===== config.mk =====
export PLATFORM = sky130hd
export DESIGN_NAME = bhvf_query
export DESIGN_NICKNAME = d
export VERILOG_FILES = /design/src/rtl/brightness_histogram_valley_finder_top_macros.svh /design/src/rtl/bhvf_pkg.sv /design/src/rtl/bhvf_query.sv
export SDC_FILE = /design/constraint.sdc
export NUM_CORES = 1
export LEC_CHECK = 0
export BUFFER_PORTS_ARGS = -buffer_cell sky130_fd_sc_hd__buf_2
export CAP_MARGIN = 20
export CELL_PAD_IN_SITES_DETAIL_PLACEMENT = 0
export CELL_PAD_IN_SITES_GLOBAL_PLACEMENT = 1
export CORE_UTILIZATION = 38
export DETAILED_ROUTE_END_ITERATION = 12
export PLACE_DENSITY_LB_ADDON = 0.1
export SLEW_MARGIN = 20
export SYNTH_ARGS = -nofsm -noshare
export SYNTH_HDL_FRONTEND = slang
export SYNTH_SLANG_ARGS = --single-unit

===== constraint.sdc =====
create_clock -name clk_i -period 3.4 [get_ports clk_i]
set_clock_uncertainty 0.2 [all_clocks]
set_input_delay 0.34 -clock clk_i [delete_from_list [all_inputs] [get_ports clk_i]]
set_output_delay 0.34 -clock clk_i [all_outputs]
set_load 0.1 [all_outputs]

===== src/rtl/brightness_histogram_valley_finder_top_macros.svh =====
// Assertion macros for the brightness histogram valley finder.
// Used by the top level; expects clk_i and rst_ni in scope.
`ifndef BRIGHTNESS_HISTOGRAM_VALLEY_FINDER_TOP_MACROS_SVH
`define BRIGHTNESS_HISTOGRAM_VALLEY_FINDER_TOP_MACROS_SVH

`ifndef SYNTHESIS
// Same-cycle implication, checked out of reset
`define BHVF_ASSERT_IMP(lbl, ante, cons) \
  lbl: assert property (@(posedge clk_i) disable iff (!rst_ni) (ante) |-> (cons)) \
    else $error("bhvf assertion failed");
// Next-cycle implication, checked out of reset
`define BHVF_ASSERT_NXT(lbl, ante, cons) \
  lbl: assert property (@(posedge clk_i) disable iff (!rst_ni) (ante) |=> (cons)) \
    else $error("bhvf assertion failed");
`else
`define BHVF_ASSERT_IMP(lbl, ante, cons)
`define BHVF_ASSERT_NXT(lbl, ante, cons)
`endif

`endif


===== src/rtl/bhvf_pkg.sv =====
// Shared constants and types of the brightness histogram valley finder.
// No dependencies; imported by every module of the block but bhvf_ram.
package bhvf_pkg;

  localparam int unsigned NUM_BINS     = 256;
  localparam int unsigned BIN_W        = 8;
  localparam int unsigned COLOR_W      = 8;
  localparam int unsigned SUM_W        = 10;
  localparam int unsigned FIELD_W      = 24;
  localparam int unsigned WIN_W        = 6;
  localparam int unsigned COUNT_BITS_DEF = 24;
  localparam int unsigned STEP_W       = WIN_W + 1;

  // Upper bin limit for a valley center plus its upper window
  localparam int unsigned LAST_CENTER  = 254;

  // Divide by three: floor(sum * 683 / 2048) is exact for sums up to 765
  localparam int unsigned DIV3_MUL     = 683;
  localparam int unsigned DIV3_SHIFT   = 11;
  localparam int unsigned PROD_W       = 20;

  localparam logic [WIN_W-1:0] WIN_RESET = 6'd5;

  // APB register index (paddr[2])
  localparam logic REG_WINDOW = 1'b0;

  typedef enum logic [1:0] {
    KIND_PIXEL = 2'd0,
    KIND_QUERY = 2'd1,
    KIND_CLEAR = 2'd2,
    KIND_NONE  = 2'd3
  } kind_e;

  // Query sequencer states, one-hot
  typedef enum logic [3:0] {
    Q_IDLE   = 4'b0001,
    Q_CENTER = 4'b0010,
    Q_NBR    = 4'b0100,
    Q_DONE   = 4'b1000
  } q_state_e;

  // Read request into the histogram store
  typedef struct packed {
    logic             en;
    logic [BIN_W-1:0] addr;
  } rd_req_t;

  // Query sequencer status toward the output register
  typedef struct packed {
    logic done;
    logic valley;
  } q_status_t;

endpackage


===== src/rtl/bhvf_query.sv =====
// Query sequencer: reads the queried bin, then its neighbors one per cycle,
// and decides whether the bin is a strict valley. Depends on bhvf_pkg.
module bhvf_query #(
  parameter int unsigned CountBits = bhvf_pkg::COUNT_BITS_DEF
) (
  input  logic                       clk_i,
  input  logic                       rst_ni,
  input  logic                       start_i,
  input  logic [bhvf_pkg::BIN_W-1:0] bin_i,
  input  logic [bhvf_pkg::WIN_W-1:0] win_i,
  input  logic [CountBits-1:0]       rd_data_i,
  input  logic                       take_i,
  output bhvf_pkg::rd_req_t          rd_req_o,
  output logic                       busy_o,
  output bhvf_pkg::q_status_t        status_o,
  output logic [CountBits-1:0]       count_o
);
  import bhvf_pkg::*;

  q_state_e             state_q, state_d;
  logic [BIN_W-1:0]     bin_q;
  logic [CountBits-1:0] center_q;
  logic [STEP_W-1:0]    step_q, step_d;
  logic                 fail_q, fail_d;
  logic                 nbr_pend_q, nbr_pend_d;
  logic                 ctr_pend_q, ctr_pend_d;
  logic                 in_range;
  logic [STEP_W-1:0]    total;
  logic [BIN_W-1:0]     nbr_off;
  logic [BIN_W:0]       hi_sum;

  // Window must fit: win <= bin and bin + win <= 254
  assign hi_sum   = {1'b0, bin_q} + {{(BIN_W + 1 - WIN_W){1'b0}}, win_i};
  assign in_range = ({2'b00, win_i} <= bin_q) && (hi_sum <= (BIN_W + 1)'(LAST_CENTER));
  assign total    = in_range ? {win_i, 1'b0} : '0;
  assign nbr_off  = {{(BIN_W - STEP_W + 1){1'b0}}, step_q[STEP_W-1:1]} + BIN_W'(1);

  // Sequence center read, neighbor reads and compares
  always_comb begin
    state_d    = state_q;
    step_d     = step_q;
    fail_d     = fail_q;
    nbr_pend_d = 1'b0;
    ctr_pend_d = 1'b0;
    rd_req_o   = '0;
    unique case (state_q)
      Q_IDLE: begin
        if (start_i) begin
          state_d = Q_CENTER;
        end
      end
      Q_CENTER: begin
        rd_req_o.en   = 1'b1;
        rd_req_o.addr = bin_q;
        ctr_pend_d    = 1'b1;
        step_d        = '0;
        fail_d        = 1'b0;
        state_d       = Q_NBR;
      end
      Q_NBR: begin
        if (nbr_pend_q && (rd_data_i <= center_q)) begin
          fail_d = 1'b1;
        end
        if (step_q != total) begin
          rd_req_o.en   = 1'b1;
          rd_req_o.addr = step_q[0] ? bin_q + nbr_off : bin_q - nbr_off;
          nbr_pend_d    = 1'b1;
          step_d        = step_q + 1'b1;
        end else if (!nbr_pend_q && !ctr_pend_q) begin
          state_d = Q_DONE;
        end
      end
      Q_DONE: begin
        if (take_i) begin
          state_d = Q_IDLE;
        end
      end
      default: begin
        state_d = Q_IDLE;
      end
    endcase
  end

  always_ff @(posedge clk_i or negedge rst_ni) begin
    if (!rst_ni) begin
      state_q    <= Q_IDLE;
      step_q     <= '0;
      fail_q     <= 1'b0;
      nbr_pend_q <= 1'b0;
      ctr_pend_q <= 1'b0;
    end else begin
      state_q    <= state_d;
      step_q     <= step_d;
      fail_q     <= fail_d;
      nbr_pend_q <= nbr_pend_d;
      ctr_pend_q <= ctr_pend_d;
    end
  end

  // Hold the queried bin and its count
  always_ff @(posedge clk_i) begin
    if (start_i && (state_q == Q_IDLE)) begin
      bin_q <= bin_i;
    end
    if (ctr_pend_q) begin
      center_q <= rd_data_i;
    end
  end

  assign busy_o          = (state_q != Q_IDLE);
  assign status_o.done   = (state_q == Q_DONE);
  assign status_o.valley = in_range && !fail_q;
  assign count_o         = center_q;

endmodule


Yosys cells after proc, flatten, opt, wreduce, memory -nomap -nowiden
Index checks and enable logic that the tools add are counted.
Cells by class
  equality and inequality tests: 12
  $add $sub $neg: 5
  multiply operators: 0
  divide/modulo/power cells: 0
  mux-type cells: 16
  order comparisons: 3
  bitwise operators: 0
  reductions and logical operators: 12
  shift operators: 0
Operators with widths (number)
  $le 24x24->1: 1
  $pmux 9 s2: 1
  $mux 4: 4
  $pmux 4 s4: 1
  $mux 7: 2
  $pmux 7 s2: 1
  $ne 2x2->1 const B: 6
  $add 8x6->9: 1
  $le 9x8->1 const B: 1
  $mux 9: 1
  $add 8x7->8: 1
  $le 6x8->1: 1
  $mux 8: 1
  $sub 8x7->8: 1
  $add 6x1->7 const B: 1
  $add 7x1->7 const B: 1
  $ne 7x7->1: 1
  $logic_and 1x1->1: 5
  $eq 4x1->1 const B: 1
  $eq 4x2->1 const B: 1
  $eq 4x3->1 const B: 1
  $eq 4x4->1 const B: 1
  $mux 1: 4
  $ne 4x1->1 const B: 1
  other kinds (5): 8
Word-level totals
  logic and storage cells: 55
  bits in latches: 0
  memories: 0
  memory bits (read-only): 0
  register bits after elaboration: 46
  bits in writable memories: 0

Logic depth before layout (Yosys ltp)
Gate-level depths: netlist of the first run.
  depth in word-level cells: 7
  gate-level depth with buffers: 14
  depth with buffers taken out: 14

Least setup slack after synthesis of the first run
No wires, ideal clock.
  path type: register to output
  start point: register bin_q[0]
  end point: output rd_req_o[6] (netlist name)
  arrival: 4592 ps
  setup slack: -1732 ps
  required time: 2860 ps
  cell stages (with the launch flop): 12
  cell sequence: edfxtp_1 ha_1 inv_1 fa_1 nor3_2 or4_4 a2111oi_4 o211ai_1 nand2_1 o32a_1 o21ai_4 o21ai_0
RTL lines
  start, declared: line bhvf_query.sv:21  | logic [BIN_W-1:0] bin_q;
  start signal, assigned: line bhvf_query.sv:103  | bin_q <= bin_i;
  end, declared: line bhvf_query.sv:13  | output bhvf_pkg::rd_req_t rd_req_o,

==> results of run 1 <==
-- layout by cell type (no fill, tap or decap), types with 3 or more instances in the layout --
master and n:
and3_1 6, o21ai_1 3, xnor2_1 12, o211ai_1 5, a31oi_1 6, inv_1 45, o22ai_4 5, o21ai_0 9
dlygate4sd3_1 8, nand3_1 11, nand3b_1 3, nand2_1 19, ha_1 46, nand2b_1 3, a21oi_1 15, xor2_1 4
buf_6 4, buf_12 8, clkbuf_8 5, nand4_1 3, o21bai_1 3, buf_4 74, o31ai_1 4, dfrtp_1 12
nor2b_1 7, nor3_1 15, edfxtp_1 32, or2_2 3, a21o_1 9, buf_2 67, nor2_1 21
-- metal layers --
layer  vias up  wire [microns]  track usage, %
met5         -               0               0
met1      1465            4590            29.2
met2        84            4310            33.3
li1       1608               -               -
met4         0              85            4.52
met3         8             512            3.31
-- power by group --
part           switching [uW]  internal, uW  total [uW]
Clock                     210           146         356
Combinational            1530          1020        2540
Sequential               82.4           732         814
-- repair_timing --
| action | 4_1_cts | 5_1_grt |
|---|---|---|
| hold buffers | 7 | 1 |
| resized for setup | 33 | 7 |
| pin swaps | 3 | 7 |
| endpoints found under the hold margin | 20 | 1 |
| endpoints found under the setup margin | 16 | 18 |
| buffers inserted | 2 | 0 |
-- registers in the layout (all words and copies together) (netlist names) --
register and flops:
step_q 7, fail_q 1, bin_q 8, ctr_pend_q 1, count_o 24, state_q 4
nbr_pend_q 1
-- worst min path at each step --
stage                        startpoint                    end  cells after the start
after floorplan                  rst_ni   ctr_pend_q$_DFF_PN0_                      0
after global placement           rst_ni  step_q[6]$_DFFE_PN0P_                      1
after detailed placement         rst_ni  step_q[5]$_DFFE_PN0P_                      1
after CTS                      bin_i[2]     bin_q[2]$_DFFE_PP_                      1
after global routing      rd_data_i[12]  count_o[12]$_DFFE_PP_                      1
final                          bin_i[0]     bin_q[0]$_DFFE_PP_                      1
-- cells by family (layout without fill, tap and decap cells) --
group                    after synthesis  in the layout  share of synthesized area [%]
multiplexers                           1              1                          0.326
AND/OR/NAND/NOR                      102            102                           15.0
adder cells (fa/ha/maj)               50             50                           18.6
buffers and inverters                 54            217                           6.09
XOR/XNOR                              18             18                           4.57
flip-flops                            46             46                           38.0
AO/OA/AOI/OAI                         84             84                           17.4
-- through the flow --
| stage | worst slack [ps] | setup TNS (ps) | hold slack (ps) | instance area [sq um] | utilization (%) |
|---|---|---|---|---|---|
| 2_1_floorplan | -1030 | -4650 | -156 | 3590 | - |
| 3_3_place_gp | -547 | -6310 | 64.6 | 4660 | 53.1 |
| 3_5_place_dp | -585 | -6890 | 60.5 | 4660 | 53.1 |
| 4_1_cts | -789 | -8330 | 3.83 | 4950 | 56.5 |
| 5_1_grt | -868 | -9660 | 2.93 | 4980 | 56.8 |
| 6_report | -755 | -8120 | 13.4 | 4980 | 56.8 |
-- cell type report --
cell class,count,area (sq um),area share [%]
Clock inverter,2,12.5,0.251
Timing Repair Buffer,161,1180,23.6
Sequential cell,46,1310,26.4
Multi-Input combinational cell,255,2090,41.9
Tap cell,108,135,2.72
Clock buffer,6,72.6,1.46
Inverter,48,180,3.62
==> results_dict.tcl, run 1 <==
set metrics [dict create \
    status "finished, violations left" \
    failed_checks "setup timing" \
    r2r_cells 14 \
    cts_buffers 5 \
    rsz0062_at_grt "true" \
    remaining_drc_errors 0 \
    routed_wl_microns 9500 \
    synth.top_cell.area_share_pct 27.8 \
    p_leak_uw 0.00232 \
    antenna_cells 0 \
    max-vdd-ir-drop_mv 0.473 \
    slew_violations 0 \
    cts_buffer_depth 2 \
    worstSetupStartpointType "register" \
    port_buffers 77 \
    die_area_sq_mm 0.00947 \
    r2r_slack_ps -470 \
    fin_crit_ps 4160 \
    path_delay_family "compound AO/OA/AOI/OAI gates" \
    worstMarginPinSlew_ps 825 \
    finalCritPeriodShare_pct 122 \
    cts_tree "yes" \
    final_nets 609 \
    grt_max_degree 26 \
    detail_route.wl_per_cell_microns 15.2 \
    yosys_most_used_dff "edfxtp_1" \
    firstDrtPassIters 4 \
    gp_congestion 0.879 \
    slew_headroom_pct 43.6 \
    synth-seq-area-share_pct 38.0 \
    clockRootBuffer "clkbuf_8" \
    fin_cells 626 \
    viasPerCell 5.06 \
    ys_warn_count 0 \
    start_util_pct 39.4 \
    clock_latency_ps 310 \
    fp.dieH_microns 97.3 \
    cp.arrival_ps 3620 \
    critical_path_peak_fanout 6 \
    drive_gt1_share_pct 36.7 \
    antenna_found_initial 0 \
    finalHoldViolations 0 \
    grt_pass1_vias 3159 \
    syn_nets 447 \
    reg2reg_from "bin_q[0]$_DFFE_PP_" \
    power_density_mw_per_mm2 746 \
    finalSetupViolCount 15 \
    path_class "reg -> out" \
    max_stage_delay_ps 490 \
    grt_usage_pct 20.6 \
    path_depth 14 \
    hpwl_microns 7620 \
    synth.most_common_cell "ha_1" \
    netlist_top_cells_area "edfxtp_1 (28%), ha_1 (17%), dfrtp_1 (9.4%)" \
    rows 34 \
    grt_pass1_wl_microns 15500 \
    dp.cells 608 \
    h-tree-depth 2 \
    avgSynthCellArea_sq_um 9.72 \
    vias 3165 \
    max_cap_viol_count 0 \
    grt_remaining_overflow 0 \
    first_iter_violations 105 \
    required_ps 2860 \
    endpoint_kind "output port" \
    fillers 801 \
    die_x_microns 97.3 \
    critPathBufInv 4 \
    cts_sinks 46 \
    core_area_sq_mm 0.00876 \
    synthTopCellsByCount "ha_1 (48), inv_1 (47), edfxtp_1 (32)" \
    crit_path_start "bin_q[0]$_DFFE_PP_" \
    critPathCapture "rd_req_o[4]" \
    synthArstFlopShare_pct 30.4 \
    p_total_uw 3710 \
    max_freq_mhz 241 \
    synth_edf_count 32 \
    syn_to_final_growth_pct 44.2 \
    finalWorstSetupSlack_ps -755 \
    ios 78 \
    cpMaxStageDelayCell "or4_4" \
    hold_path.class "in -> reg" \
    mappedNetlistArea_sq_mm 0.00345 \
    crit_chain "ha_2, inv_2, fa_2, nor3_2, or4_4, a2111oi_4, o211ai_1, buf_4, o211a_1, o32a_1, o21ai_4, buf_12, o22ai_4, buf_12" \
    synthCells 355 \
    postRouteAntennaNets 0 \
    r2r_end "step_q[1]$_DFFE_PN0P_" \
    synth_area_leader_cell "edfxtp_1" \
    clk_pin_slew_ps 100 \
    cp_common_cell "buf_12" \
    synth_cell_type_count 56 \
    ys_ff_latch 46 \
]
Power figures use the tool's default switching activity.
==> run 2, diff against run 1 <==
--- a/config.mk
+++ b/config.mk
@@ -11,7 +11,9 @@
 export CELL_PAD_IN_SITES_GLOBAL_PLACEMENT = 1
 export CORE_UTILIZATION = 38
 export DETAILED_ROUTE_END_ITERATION = 12
+export GPL_ROUTABILITY_DRIVEN = 1
 export PLACE_DENSITY_LB_ADDON = 0.1
+export REMOVE_ABC_BUFFERS = 1
 export SLEW_MARGIN = 20
 export SYNTH_ARGS = -nofsm -noshare
 export SYNTH_HDL_FRONTEND = slang
==> results_dict.tcl, run 2 (synthesis results as in run 1) <==
set metrics [dict create \
    failed_checks "setup timing" \
    dp.cells 608 \
    worstMarginPinSlew_ps 710 \
    cpMaxStageDelayCell "or4_4" \
    cts_buffer_depth 2 \
    max_freq_mhz 242 \
    max-vdd-ir-drop_mv 0.659 \
    rsz0062_at_grt "true" \
    reg2reg_from "bin_q[0]$_DFFE_PP_" \
    die_area_sq_mm 0.00947 \
    grt_max_degree 25 \
    r2r_cells 13 \
    crit_path_start "bin_q[0]$_DFFE_PP_" \
    antenna_found_initial 0 \
    worstSetupStartpointType "register" \
    firstDrtPassIters 4 \
    critical_path_peak_fanout 8 \
    gp_congestion 0.857 \
    grt_usage_pct 20.1 \
    path_depth 13 \
    slew_violations 0 \
    final_common_cell "buf_4" \
    clock_latency_ps 300 \
    final_nets 609 \
    detail_route.wl_per_cell_microns 14.9 \
    fin_crit_ps 4140 \
    fillers 832 \
    routed_wl_microns 9320 \
    slew_headroom_pct 52.5 \
    required_ps 2860 \
    drive_gt1_share_pct 36.9 \
    hold_path.class "in -> reg" \
    r2r_slack_ps -360 \
    r2r_end "step_q[1]$_DFFE_PN0P_" \
    crit_chain "ha_2, inv_2, fa_2, nor3_4, or4_4, a2111oi_4, o211ai_1, and3_1, a2111o_1, o21ai_4, buf_12, o22ai_2, buf_8" \
    finalCritPeriodShare_pct 122 \
    h-tree-depth 2 \
    die_x_microns 97.3 \
    cts_sinks 46 \
    core_area_sq_mm 0.00876 \
    tns_ps -8050 \
    antenna_cells 0 \
    start_util_pct 39.4 \
    layout_common_cells "buf_4 (73), buf_2 (67), ha_1 (47)" \
    cp.arrival_ps 3600 \
    hold_ws_ps 7.91 \
    first_iter_violations 85 \
    grt_pass1_wl_microns 15300 \
    critPathCapture "rd_req_o[5]" \
    finalWorstSetupSlack_ps -739 \
    port_buffers 77 \
    rows 34 \
    power_density_mw_per_mm2 737 \
    hpwl_microns 7350 \
    clockRootBuffer "clkbuf_8" \
    status "finished, violations left" \
    largest_register_ff_count 24 \
    max_stage_delay_ps 500 \
    vias 3158 \
    ios 78 \
    remaining_drc_errors 0 \
    fin_util_pct 56.2 \
    cts_buffers 5 \
    viasPerCell 5.04 \
    path_delay_family "compound AO/OA/AOI/OAI gates" \
    cts_tree "yes" \
    clk_pin_slew_ps 90 \
    max_cap_viol_count 0 \
    p_leak_uw 0.00233 \
    fin_cells 626 \
    syn_to_final_growth_pct 42.7 \
    finalSetupViolCount 18 \
    grt_remaining_overflow 0 \
    critPathBufInv 3 \
    grt_pass1_vias 3122 \
    fp.dieH_microns 97.3 \
    endpoint_kind "output port" \
    postRouteAntennaNets 0 \
    path_class "reg -> out" \
    finalHoldViolations 0 \
]
## run 2: cell count changes in the layout (fill, tap and decap cells not counted), sizes merged
cell,before,now
inv,48,47
dlygate4sd3,8,4
buf,153,157
clkinv,2,3
## run 2: worst min-delay path by stage
stage | start | cells past startpoint | slack, ps | endpoint
final | bin_i[6] | 1 | 8 | bin_q[6]$_DFFE_PP_
after global routing | bin_i[2] | 1 | 1 | bin_q[2]$_DFFE_PP_
after CTS | bin_i[6] | 1 | 1 | bin_q[6]$_DFFE_PP_
after detailed placement | rst_ni | 1 | 60 | state_q[1]$_DFFE_PN0P_
after global placement | rst_ni | 1 | 60 | state_q[1]$_DFFE_PN0P_
after floorplan | rst_ni | 0 | -160 | ctr_pend_q$_DFF_PN0_
## run 2: repair_timing
action	in CTS	in global routing
hold buffers	3	1
resized for setup	37	22
pin swaps	12	2
hold endpoints to repair	16	1
cloned	0	0
setup buffers	5	2
setup endpoints to repair	18	18
## run 2: stage by stage
step                power (uW)  setup WS, ps  instance area [sq um]
finish                    3630          -739                   4920
global route              3870          -899                   4920
CTS                       3540          -682                   4800
detailed placement        3080          -620                   4520
global placement          3060          -596                   4520
floorplan                 2300         -1780                   3420
## run 2: per-layer routing
layer / vias to the layer above / track usage [%] / wire (microns)
li1: 1605 / - / -
met2: 63 / 33.8 / 4500
met5: - / 0 / 0
met1: 1481 / 27.5 / 4410
met4: 0 / 4.19 / 76
met3: 9 / 2.95 / 331
## run 2: report_power, final
part           internal, uW  switching (uW)
combinational          1000            1470
sequential              731            78.7
clock                   146             195
## run 2: cell type report
type                    count  area, sq um  area share [%]
flip-flops and latches     46         1310            26.7
clock inverters             2         13.8           0.280
clock buffers               6         72.6            1.47
inverters                  48          180            3.66
repair buffers            161         1170            23.7
multi-input cells         255         2040            41.5
well taps                 108          135            2.74
